$ cat src/pixel_format_converter_serializer_assert.svh
// ----------------------------------------------------------------------------
// Pixel format converter assertion macros
// Implication checks on the local clk and rst_n, removed for synthesis.
// ----------------------------------------------------------------------------
`ifndef PIXEL_FORMAT_CONVERTER_SERIALIZER_ASSERT_SVH
`define PIXEL_FORMAT_CONVERTER_SERIALIZER_ASSERT_SVH

`ifndef SYNTHESIS
`define PFCS_ASSERT_IMP(lbl, ante, cons) \
    lbl: assert property (@(posedge clk) disable iff (!rst_n) (ante) |-> (cons)) \
        else $error("pfcs: same-cycle check failed");
`define PFCS_ASSERT_NXT(lbl, ante, cons) \
    lbl: assert property (@(posedge clk) disable iff (!rst_n) (ante) |=> (cons)) \
        else $error("pfcs: next-cycle check failed");
`else
`define PFCS_ASSERT_IMP(lbl, ante, cons)
`define PFCS_ASSERT_NXT(lbl, ante, cons)
`endif

`endif

$ cat src/pfcs_pkg.sv
// ----------------------------------------------------------------------------
// Pixel format converter package
// Shared constants, types and color widening functions.
// ----------------------------------------------------------------------------
package pfcs_pkg;

    localparam int PALETTE_DEPTH = 256;
    localparam int PAL_AW        = (PALETTE_DEPTH > 1) ? $clog2(PALETTE_DEPTH) : 1;

    localparam int QUEUE_DEPTH = 4;
    localparam int QPTR_W      = $clog2(QUEUE_DEPTH);
    localparam int QCNT_W      = $clog2(QUEUE_DEPTH + 1);
    localparam logic [QCNT_W-1:0] QUEUE_FULL = QCNT_W'(QUEUE_DEPTH);

    typedef enum logic [2:0] {
        MODE_IDX16     = 3'd0,
        MODE_RGB332_16 = 3'd1,
        MODE_RGB565    = 3'd2,
        MODE_IDX24     = 3'd3,
        MODE_RGB332_24 = 3'd4,
        MODE_RGB565_24 = 3'd5,
        MODE_DIRECT24  = 3'd6
    } mode_t;

    typedef enum logic {
        OP_PIXEL   = 1'b0,
        OP_PALETTE = 1'b1
    } op_t;

    typedef struct packed {
        logic [23:0] color;
        logic        wide;
    } entry_t;

    typedef struct packed {
        logic [QCNT_W-1:0] count;
        logic              empty;
    } qstat_t;

    function automatic logic [15:0] gray_ramp(input logic [7:0] i);
        return {i[7:3], i[7:2], i[7:3]};
    endfunction

    function automatic logic [15:0] widen_332_565(input logic [7:0] v);
        return {v[7:5], {2{v[5]}}, v[4:2], {3{v[2]}}, v[1:0], {3{v[0]}}};
    endfunction

    function automatic logic [23:0] widen_332_888(input logic [7:0] v);
        return {v[7:5], {5{v[5]}}, v[4:2], {5{v[2]}}, v[1:0], {6{v[0]}}};
    endfunction

    function automatic logic [23:0] widen_565_888(input logic [15:0] v);
        return {v[15:11], 1'b0, {2{v[11]}}, v[10:5], {2{v[5]}}, v[4:0], {3{v[0]}}};
    endfunction

    function automatic logic [15:0] palette_entry(
        input logic       gray,
        input logic [7:0] r,
        input logic [7:0] g,
        input logic [7:0] b
    );
        logic [6:0] sum;
        logic [4:0] y;
        sum = 7'(r[7:3]) + 7'(g[7:2]) + 7'(b[7:3]);
        y   = sum[6:2];
        if (gray)
            return {y, y, 1'b0, y};
        else
            return {r[7:3], g[7:2], b[7:3]};
    endfunction

endpackage

$ cat src/pfcs_front.sv
// ----------------------------------------------------------------------------
// Pixel format converter front end
// Accepts items, owns the palette, converts pixels and pushes them queued.
// ----------------------------------------------------------------------------
module pfcs_front (
    input  logic                      clk,
    input  logic                      rst_n,
    input  logic                      pix_valid,
    output logic                      pix_ready,
    input  logic                      operation,
    input  logic [23:0]               pixel_value,
    input  logic [7:0]                palette_index,
    input  logic [7:0]                red_in,
    input  logic [7:0]                green_in,
    input  logic [7:0]                blue_in,
    input  pfcs_pkg::mode_t           pixel_mode,
    input  logic                      gray_palette,
    input  pfcs_pkg::qstat_t          qstat,
    output logic                      push,
    output pfcs_pkg::entry_t          push_entry
);

    logic [15:0]                      palette_reg [pfcs_pkg::PALETTE_DEPTH];
    logic [pfcs_pkg::PALETTE_DEPTH-1:0] pal_valid_reg;
    logic                             s1_valid_reg;
    logic                             s1_valid_next;
    logic [23:0]                      s1_pix_reg;
    logic                             s1_inrange_reg;
    logic [15:0]                      rd_data_reg;
    logic                             rd_vld_reg;

    logic                             accept;
    logic                             wr_en;
    logic                             rd_inrange;
    logic [pfcs_pkg::PAL_AW-1:0]      widx;
    logic [pfcs_pkg::PAL_AW-1:0]      ridx;
    logic [15:0]                      pal16;
    logic [15:0]                      wr_data;

    assign pix_ready  = ({1'b0, qstat.count} + (pfcs_pkg::QCNT_W + 1)'(s1_valid_reg))
                        < (pfcs_pkg::QCNT_W + 1)'(pfcs_pkg::QUEUE_DEPTH);
    assign accept     = pix_valid && pix_ready;
    assign widx       = palette_index[pfcs_pkg::PAL_AW-1:0];
    assign ridx       = pixel_value[pfcs_pkg::PAL_AW-1:0];
    assign wr_en      = accept && (pfcs_pkg::op_t'(operation) == pfcs_pkg::OP_PALETTE)
                        && ({1'b0, palette_index} < 9'(pfcs_pkg::PALETTE_DEPTH));
    assign rd_inrange = {1'b0, pixel_value[7:0]} < 9'(pfcs_pkg::PALETTE_DEPTH);
    assign wr_data    = pfcs_pkg::palette_entry(gray_palette, red_in, green_in, blue_in);
    assign s1_valid_next = accept && (pfcs_pkg::op_t'(operation) == pfcs_pkg::OP_PIXEL);

    always_ff @(posedge clk)
    begin
        if (wr_en)
            palette_reg[widx] <= wr_data;
        rd_data_reg    <= palette_reg[ridx];
        rd_vld_reg     <= pal_valid_reg[ridx];
        s1_pix_reg     <= pixel_value;
        s1_inrange_reg <= rd_inrange;
    end

    always_ff @(posedge clk or negedge rst_n)
    begin
        if (!rst_n)
        begin
            pal_valid_reg <= '0;
            s1_valid_reg  <= 1'b0;
        end
        else
        begin
            if (wr_en)
                pal_valid_reg[widx] <= 1'b1;
            s1_valid_reg <= s1_valid_next;
        end
    end

    always_comb
    begin
        if (!s1_inrange_reg)
            pal16 = 16'h0000;
        else if (rd_vld_reg)
            pal16 = rd_data_reg;
        else
            pal16 = pfcs_pkg::gray_ramp(s1_pix_reg[7:0]);
    end

    always_comb
    begin
        push            = s1_valid_reg;
        push_entry.wide = 1'b1;
        unique case (pixel_mode)
            pfcs_pkg::MODE_IDX16:
            begin
                push_entry.color = {pal16, 8'h00};
                push_entry.wide  = 1'b0;
            end
            pfcs_pkg::MODE_RGB332_16:
            begin
                push_entry.color = {pfcs_pkg::widen_332_565(s1_pix_reg[7:0]), 8'h00};
                push_entry.wide  = 1'b0;
            end
            pfcs_pkg::MODE_RGB565:
            begin
                push_entry.color = {s1_pix_reg[15:0], 8'h00};
                push_entry.wide  = 1'b0;
            end
            pfcs_pkg::MODE_IDX24:
                push_entry.color = pfcs_pkg::widen_565_888(pal16);
            pfcs_pkg::MODE_RGB332_24:
                push_entry.color = pfcs_pkg::widen_332_888(s1_pix_reg[7:0]);
            pfcs_pkg::MODE_RGB565_24:
                push_entry.color = pfcs_pkg::widen_565_888(s1_pix_reg[15:0]);
            default:
                push_entry.color = s1_pix_reg;
        endcase
    end

endmodule

$ cat src/pfcs_queue.sv
// ----------------------------------------------------------------------------
// Pixel format converter queue
// Short queue of converted pixels between the front end and the serializer.
// ----------------------------------------------------------------------------
`include "pixel_format_converter_serializer_assert.svh"

module pfcs_queue (
    input  logic              clk,
    input  logic              rst_n,
    input  logic              push,
    input  pfcs_pkg::entry_t  push_entry,
    input  logic              pop,
    output pfcs_pkg::entry_t  head,
    output pfcs_pkg::qstat_t  qstat
);

    pfcs_pkg::entry_t                entries_reg [pfcs_pkg::QUEUE_DEPTH];
    logic [pfcs_pkg::QPTR_W-1:0]     wr_ptr_reg;
    logic [pfcs_pkg::QPTR_W-1:0]     wr_ptr_next;
    logic [pfcs_pkg::QPTR_W-1:0]     rd_ptr_reg;
    logic [pfcs_pkg::QPTR_W-1:0]     rd_ptr_next;
    logic [pfcs_pkg::QCNT_W-1:0]     count_reg;
    logic [pfcs_pkg::QCNT_W-1:0]     count_next;

    function automatic logic [pfcs_pkg::QPTR_W-1:0] advance(
        input logic [pfcs_pkg::QPTR_W-1:0] p
    );
        if (p == pfcs_pkg::QPTR_W'(pfcs_pkg::QUEUE_DEPTH - 1))
            return '0;
        else
            return p + 1'b1;
    endfunction

    assign head        = entries_reg[rd_ptr_reg];
    assign qstat.count = count_reg;
    assign qstat.empty = (count_reg == '0);

    always_comb
    begin
        wr_ptr_next = push ? advance(wr_ptr_reg) : wr_ptr_reg;
        rd_ptr_next = pop ? advance(rd_ptr_reg) : rd_ptr_reg;
        count_next  = count_reg;
        if (push && !pop)
            count_next = count_reg + 1'b1;
        else if (!push && pop)
            count_next = count_reg - 1'b1;
    end

    always_ff @(posedge clk)
    begin
        if (push)
            entries_reg[wr_ptr_reg] <= push_entry;
    end

    always_ff @(posedge clk or negedge rst_n)
    begin
        if (!rst_n)
        begin
            wr_ptr_reg <= '0;
            rd_ptr_reg <= '0;
            count_reg  <= '0;
        end
        else
        begin
            wr_ptr_reg <= wr_ptr_next;
            rd_ptr_reg <= rd_ptr_next;
            count_reg  <= count_next;
        end
    end

    `PFCS_ASSERT_IMP(a_no_overflow, push, count_reg != pfcs_pkg::QUEUE_FULL)
    `PFCS_ASSERT_IMP(a_no_underflow, pop, count_reg != '0)
    `PFCS_ASSERT_NXT(a_count_up, push && !pop, count_reg == $past(count_reg) + 1'b1)

endmodule

$ cat src/pfcs_back.sv
// ----------------------------------------------------------------------------
// Pixel format converter serializer
// Pops queued pixels and emits their bytes, most significant first.
// ----------------------------------------------------------------------------
`include "pixel_format_converter_serializer_assert.svh"

module pfcs_back (
    input  logic              clk,
    input  logic              rst_n,
    input  pfcs_pkg::entry_t  head,
    input  pfcs_pkg::qstat_t  qstat,
    output logic              pop,
    output logic              byte_valid,
    input  logic              byte_ready,
    output logic [7:0]        out_byte,
    output logic              last_byte
);

    logic [23:0] cur_color_reg;
    logic [23:0] cur_color_next;
    logic [1:0]  cur_left_reg;
    logic [1:0]  cur_left_next;
    logic        out_valid_reg;
    logic        out_valid_next;
    logic [7:0]  out_byte_reg;
    logic [7:0]  out_byte_next;
    logic        last_reg;
    logic        last_next;
    logic        out_free;

    assign out_free   = !out_valid_reg || byte_ready;
    assign byte_valid = out_valid_reg;
    assign out_byte   = out_byte_reg;
    assign last_byte  = last_reg;

    always_comb
    begin
        pop            = 1'b0;
        cur_color_next = cur_color_reg;
        cur_left_next  = cur_left_reg;
        out_valid_next = out_valid_reg;
        out_byte_next  = out_byte_reg;
        last_next      = last_reg;
        if (out_free)
        begin
            if (cur_left_reg != 2'd0)
            begin
                out_byte_next  = cur_color_reg[23:16];
                last_next      = (cur_left_reg == 2'd1);
                cur_color_next = {cur_color_reg[15:0], 8'h00};
                cur_left_next  = cur_left_reg - 2'd1;
                out_valid_next = 1'b1;
            end
            else if (!qstat.empty)
            begin
                pop            = 1'b1;
                out_byte_next  = head.color[23:16];
                last_next      = 1'b0;
                cur_color_next = {head.color[15:0], 8'h00};
                cur_left_next  = head.wide ? 2'd2 : 2'd1;
                out_valid_next = 1'b1;
            end
            else
            begin
                out_valid_next = 1'b0;
            end
        end
    end

    always_ff @(posedge clk)
    begin
        cur_color_reg <= cur_color_next;
        out_byte_reg  <= out_byte_next;
        last_reg      <= last_next;
    end

    always_ff @(posedge clk or negedge rst_n)
    begin
        if (!rst_n)
        begin
            cur_left_reg  <= 2'd0;
            out_valid_reg <= 1'b0;
        end
        else
        begin
            cur_left_reg  <= cur_left_next;
            out_valid_reg <= out_valid_next;
        end
    end

    `PFCS_ASSERT_IMP(a_pending_shown, cur_left_reg != 2'd0, out_valid_reg)
    `PFCS_ASSERT_IMP(a_last_drains, out_valid_reg && last_reg, cur_left_reg == 2'd0)

endmodule

$ cat src/pixel_format_converter_serializer.sv
// ----------------------------------------------------------------------------
// Pixel format converter and serializer
// A convert item is accepted in one handshake and leaves as two bytes (16-bit
// modes) or three bytes (24-bit modes), one byte per cycle while byte_ready
// is high, so the byte serializer limits the pixel rate. A palette write is
// accepted as one item and produces no byte. The first byte of a pixel passes
// the palette read register, the queue and the output register before it is
// valid. The palette resets to a gray ramp with no clearing pass.
// ----------------------------------------------------------------------------
module pixel_format_converter_serializer (
    input  logic        clk,
    input  logic        rst_n,
    input  logic        psel,
    input  logic        penable,
    input  logic        pwrite,
    input  logic [2:0]  paddr,
    input  logic [31:0] pwdata,
    output logic [31:0] prdata,
    output logic        pready,
    input  logic        pix_valid,
    output logic        pix_ready,
    input  logic        operation,
    input  logic [23:0] pixel_value,
    input  logic [7:0]  palette_index,
    input  logic [7:0]  red_in,
    input  logic [7:0]  green_in,
    input  logic [7:0]  blue_in,
    output logic        byte_valid,
    input  logic        byte_ready,
    output logic [7:0]  out_byte,
    output logic        last_byte
);

    typedef enum logic {
        REG_PIXEL_MODE   = 1'b0,
        REG_GRAY_PALETTE = 1'b1
    } reg_idx_t;

    pfcs_pkg::mode_t  mode_reg;
    pfcs_pkg::mode_t  mode_next;
    logic             gray_reg;
    logic             gray_next;
    logic             cfg_write;
    reg_idx_t         reg_idx;
    logic             push;
    logic             pop;
    pfcs_pkg::entry_t push_entry;
    pfcs_pkg::entry_t head;
    pfcs_pkg::qstat_t qstat;

    assign pready    = 1'b1;
    assign cfg_write = psel && penable && pwrite;
    assign reg_idx   = reg_idx_t'(paddr[2]);

    always_comb
    begin
        mode_next = mode_reg;
        gray_next = gray_reg;
        prdata    = '0;
        unique case (reg_idx)
            REG_PIXEL_MODE:
            begin
                prdata = {29'd0, mode_reg};
                if (cfg_write)
                    mode_next = pfcs_pkg::mode_t'(pwdata[2:0]);
            end
            REG_GRAY_PALETTE:
            begin
                prdata = {31'd0, gray_reg};
                if (cfg_write)
                    gray_next = pwdata[0];
            end
        endcase
    end

    always_ff @(posedge clk or negedge rst_n)
    begin
        if (!rst_n)
        begin
            mode_reg <= pfcs_pkg::MODE_RGB565;
            gray_reg <= 1'b0;
        end
        else
        begin
            mode_reg <= mode_next;
            gray_reg <= gray_next;
        end
    end

    pfcs_front u_front (
        .clk           (clk),
        .rst_n         (rst_n),
        .pix_valid     (pix_valid),
        .pix_ready     (pix_ready),
        .operation     (operation),
        .pixel_value   (pixel_value),
        .palette_index (palette_index),
        .red_in        (red_in),
        .green_in      (green_in),
        .blue_in       (blue_in),
        .pixel_mode    (mode_reg),
        .gray_palette  (gray_reg),
        .qstat         (qstat),
        .push          (push),
        .push_entry    (push_entry)
    );

    pfcs_queue u_queue (
        .clk        (clk),
        .rst_n      (rst_n),
        .push       (push),
        .push_entry (push_entry),
        .pop        (pop),
        .head       (head),
        .qstat      (qstat)
    );

    pfcs_back u_back (
        .clk        (clk),
        .rst_n      (rst_n),
        .head       (head),
        .qstat      (qstat),
        .pop        (pop),
        .byte_valid (byte_valid),
        .byte_ready (byte_ready),
        .out_byte   (out_byte),
        .last_byte  (last_byte)
    );

endmodule
$ cat config.mk
export PLATFORM = sky130hd
export DESIGN_NAME = pixel_format_converter_serializer
export DESIGN_NICKNAME = d
export VERILOG_FILES = /design/src/pfcs_pkg.sv /design/src/pfcs_front.sv /design/src/pfcs_queue.sv /design/src/pfcs_back.sv /design/src/pixel_format_converter_serializer.sv
export VERILOG_INCLUDE_DIRS = /design/src /design/src/src
export SDC_FILE = /design/constraint.sdc
export NUM_CORES = 2
export LEC_CHECK = 0
export BUFFER_PORTS_ARGS = -buffer_cell sky130_fd_sc_hd__buf_4
export CAP_MARGIN = 0
export CORE_AREA = 3 3 535 537
export CTS_CLUSTER_DIAMETER = 100
export CTS_CLUSTER_SIZE = 25
export DETAILED_ROUTE_END_ITERATION = 12
export DIE_AREA = 0 0 538 540
export PLACE_DENSITY_LB_ADDON = 0.15
export SYNTH_ARGS = -nofsm -noshare
export SYNTH_HDL_FRONTEND = slang
export SYNTH_MEMORY_MAX_BITS = 65536
export SYNTH_SLANG_ARGS = --single-unit
$ cat constraint.sdc
create_clock -name clk -period 14.98 [get_ports clk]
set_input_delay 1.498 -clock clk [delete_from_list [all_inputs] [get_ports clk]]
set_output_delay 1.498 -clock clk [all_outputs]
set_load 0.01 [all_outputs]
==> results.toml <==
[cells_and_area]
fillers = 17883
multiInputGateArea_sq_mm = 0.0397
finalNonFillerCells = 12775
area_delta_synth_final_pct = 6.62
final_core_utilization_pct = 66.9
layout_common_cells = "edfxtp_1 (4221), mux4_2 (914), mux2i_1 (528)"
final_nets = 8953
drive_gt1_share_pct = 23.2
final_common_cell = "edfxtp_1"
largest_reg_flops = 4096
ff_latch_area_sq_mm = 0.134

[worst_setup_path]
endpoint_kind = "register"
cp.arrival_ps = 6850
start_kind = "input pin"
crit_type = "input pin to register"
cp_max_fo = 74
crit_required_ps = 15780
reg2reg_depth = 5

[timing]
hold_viol = 0
rsz0062_at_grt = "no"
max_freq_ghz = 0.165
worstMarginPinSlew_ps = 1390
finalCritPeriodShare_pct = 40.4
tns_ps = 0
final_max_slew_viol_count = 0
setup_viol = 0
skew_ps = 81.2
period_minus_slack_ps = 6050
max-slew-margin-rel_pct = 7.12

[synthesis]
postSynthCellCount = 8646
yosys_warnings = 0
syn_area_per_cell_sq_um = 20.5
seq_area_frac_synth_pct = 75.9
synth_edf_count = 4221
synth.distinct_cells = 81
ys.flop_type = "edfxtp_1"
syn_area_sq_mm = 0.177
synth_async_sr_flop_share_pct = 5.98
synth_seq_cells = 4533

[die]
die_h_um = 540
dieArea_sq_mm = 0.291
row_count = 195
initial_core_util_pct = 62.8
design.core.area_sq_mm = 0.282
io_pins = 143
die_width_um = 538

[cts]
cts_hold_buffers = 0
postCtsSetupRepairBufs = 0
cts_root_buf = "clkbuf_16"
cts_inserted_buffers = 203
cts-resized-gates = 0
clk_latency_ps = 960
cts_num_sinks = 4533
h-tree-depth = 4
cts.reportedPaths.clkPinSlew_ps = 100
cts_buffer_depth = 4
cts_tree = "yes"

[placed_design]
placed_cells = 12375
dp_hpwl_um = 266000
io_buffers = 73
gp_congestion = 0.940

[global_route]
grt_max_degree = 207
grt.total_usage_pct = 31.1
antenna_found_initial = 20
first_global_vias = 86793
grt_overflow_total = 0
grt_pass1_wl_um = 642000

[routing]
wl_per_cell_um = 35.3
vias = 89118
drt_iter0_drc = 13224
drcViolationCount = 0
viasPerCell = 6.98
postRouteAntennaNets = 0
drt_wl_total_um = 451000
dr.pass1.iters = 8

[run]
maxCapViolCount = 0

[run_status]
status = "completed"

[hold_path]
min_path_type = "register to register"
holdPathStages = 1

[power]
p_leak_nw = 61.7
vdd_drop_max_mv = 0.117
power_density_mw_per_mm2 = 127
-- final timing paths --
kind	from	end	slack, ps
setup / recovery	pixel_value[0]	u_front.rd_data_reg[5]	8930
min in group asynchronous	rst_n	u_front.pal_valid_reg[93]	490
max in group asynchronous	rst_n	u_front.pal_valid_reg[50]	12340
setup reg to reg	gray_reg	u_front.palette_reg[178][14]	10480
hold / removal	u_front.pal_valid_reg[182]	u_front.pal_valid_reg[182]	470
hold reg to reg	u_front.pal_valid_reg[182]	u_front.pal_valid_reg[182]	470
-- routing by layer --
layer  up-vias  part of all wire (%)  GRT usage, %
met1     46947                    37          45.1
met3       875                    11          6.71
met4         8                   5.4          13.5
li1      35797                     -             -
met2      5491                    47          46.7
met5         -                 0.014             0
-- worst max-delay path: stages --
cell and delay, ps:
buf_16 330, buf_4 630, buf_4 800, buf_4 840, mux4_2 620, a22oi_1 230, nand3_1 230, a311oi_1 1180
nor4_1 160
-- cells by family after synthesis --
family	after synthesis	synth area share [%]
DFF	4533	75.9
muxes	1533	15.4
and+or+nand+nor	1171	3.24
AOI/OAI and AO/OA	827	3.19
buffers and inverters	557	2.07
adders and majority gates	17	0.146
xor gates and xnor gates	6	0.0297
other	2	0.00424
-- stage by stage --
step	hold slack (ps)	total power [mW]	cell area, sq um	worst slack, ps
final	470	24.0	189000	8930
after global routing	468	24.7	189000	8580
after CTS	429	24.1	189000	9040
after detailed placement	447	17.9	183000	8040
after global placement	444	17.7	183000	8040
after floorplan	434	17.4	177000	1320
-- layout make-up --
type / instances / area share (%)
flip-flops and latches: 4533 / 71.2
clock inverters: 8 / 0.0510
inverters: 33 / 0.0723
repair buffers: 482 / 2.06
diodes: 20 / 0.0265
clock buffers: 372 / 3.10
multi-input cells: 3584 / 21.0
well taps: 3743 / 2.48
-- synth_stat cells (all sizes together), types with 16 or more instances --
library cell	number	area, sq um
edfxtp	4221	127000
mux4	940	21300
mux2i	528	5290
nor2	376	1410
buf	328	2800
dfrtp	270	6760
or2	263	1650
nand2	200	751
clkbuf	196	736
a21oi	184	921
o22ai	178	1130
o221ai	152	1330
nor3	145	736
o21ai	82	410
mux2	65	732
a22oi	62	465
nand3	55	280
a211oi	43	323
dfxtp	41	821
inv	32	120
a221oi	24	210
nor4	24	163
o311ai	22	193
nor2b	21	131
or3	17	106
nand4	16	100
-- power by group --
| group | switching [mW] | internal (mW) | total (mW) |
|---|---|---|---|
| logic | 1.94 | 0.658 | 2.59 |
| registers | 0.109 | 14.9 | 15.0 |
| clock network | 3.74 | 2.68 | 6.42 |
Power figures use the tool's default switching activity.
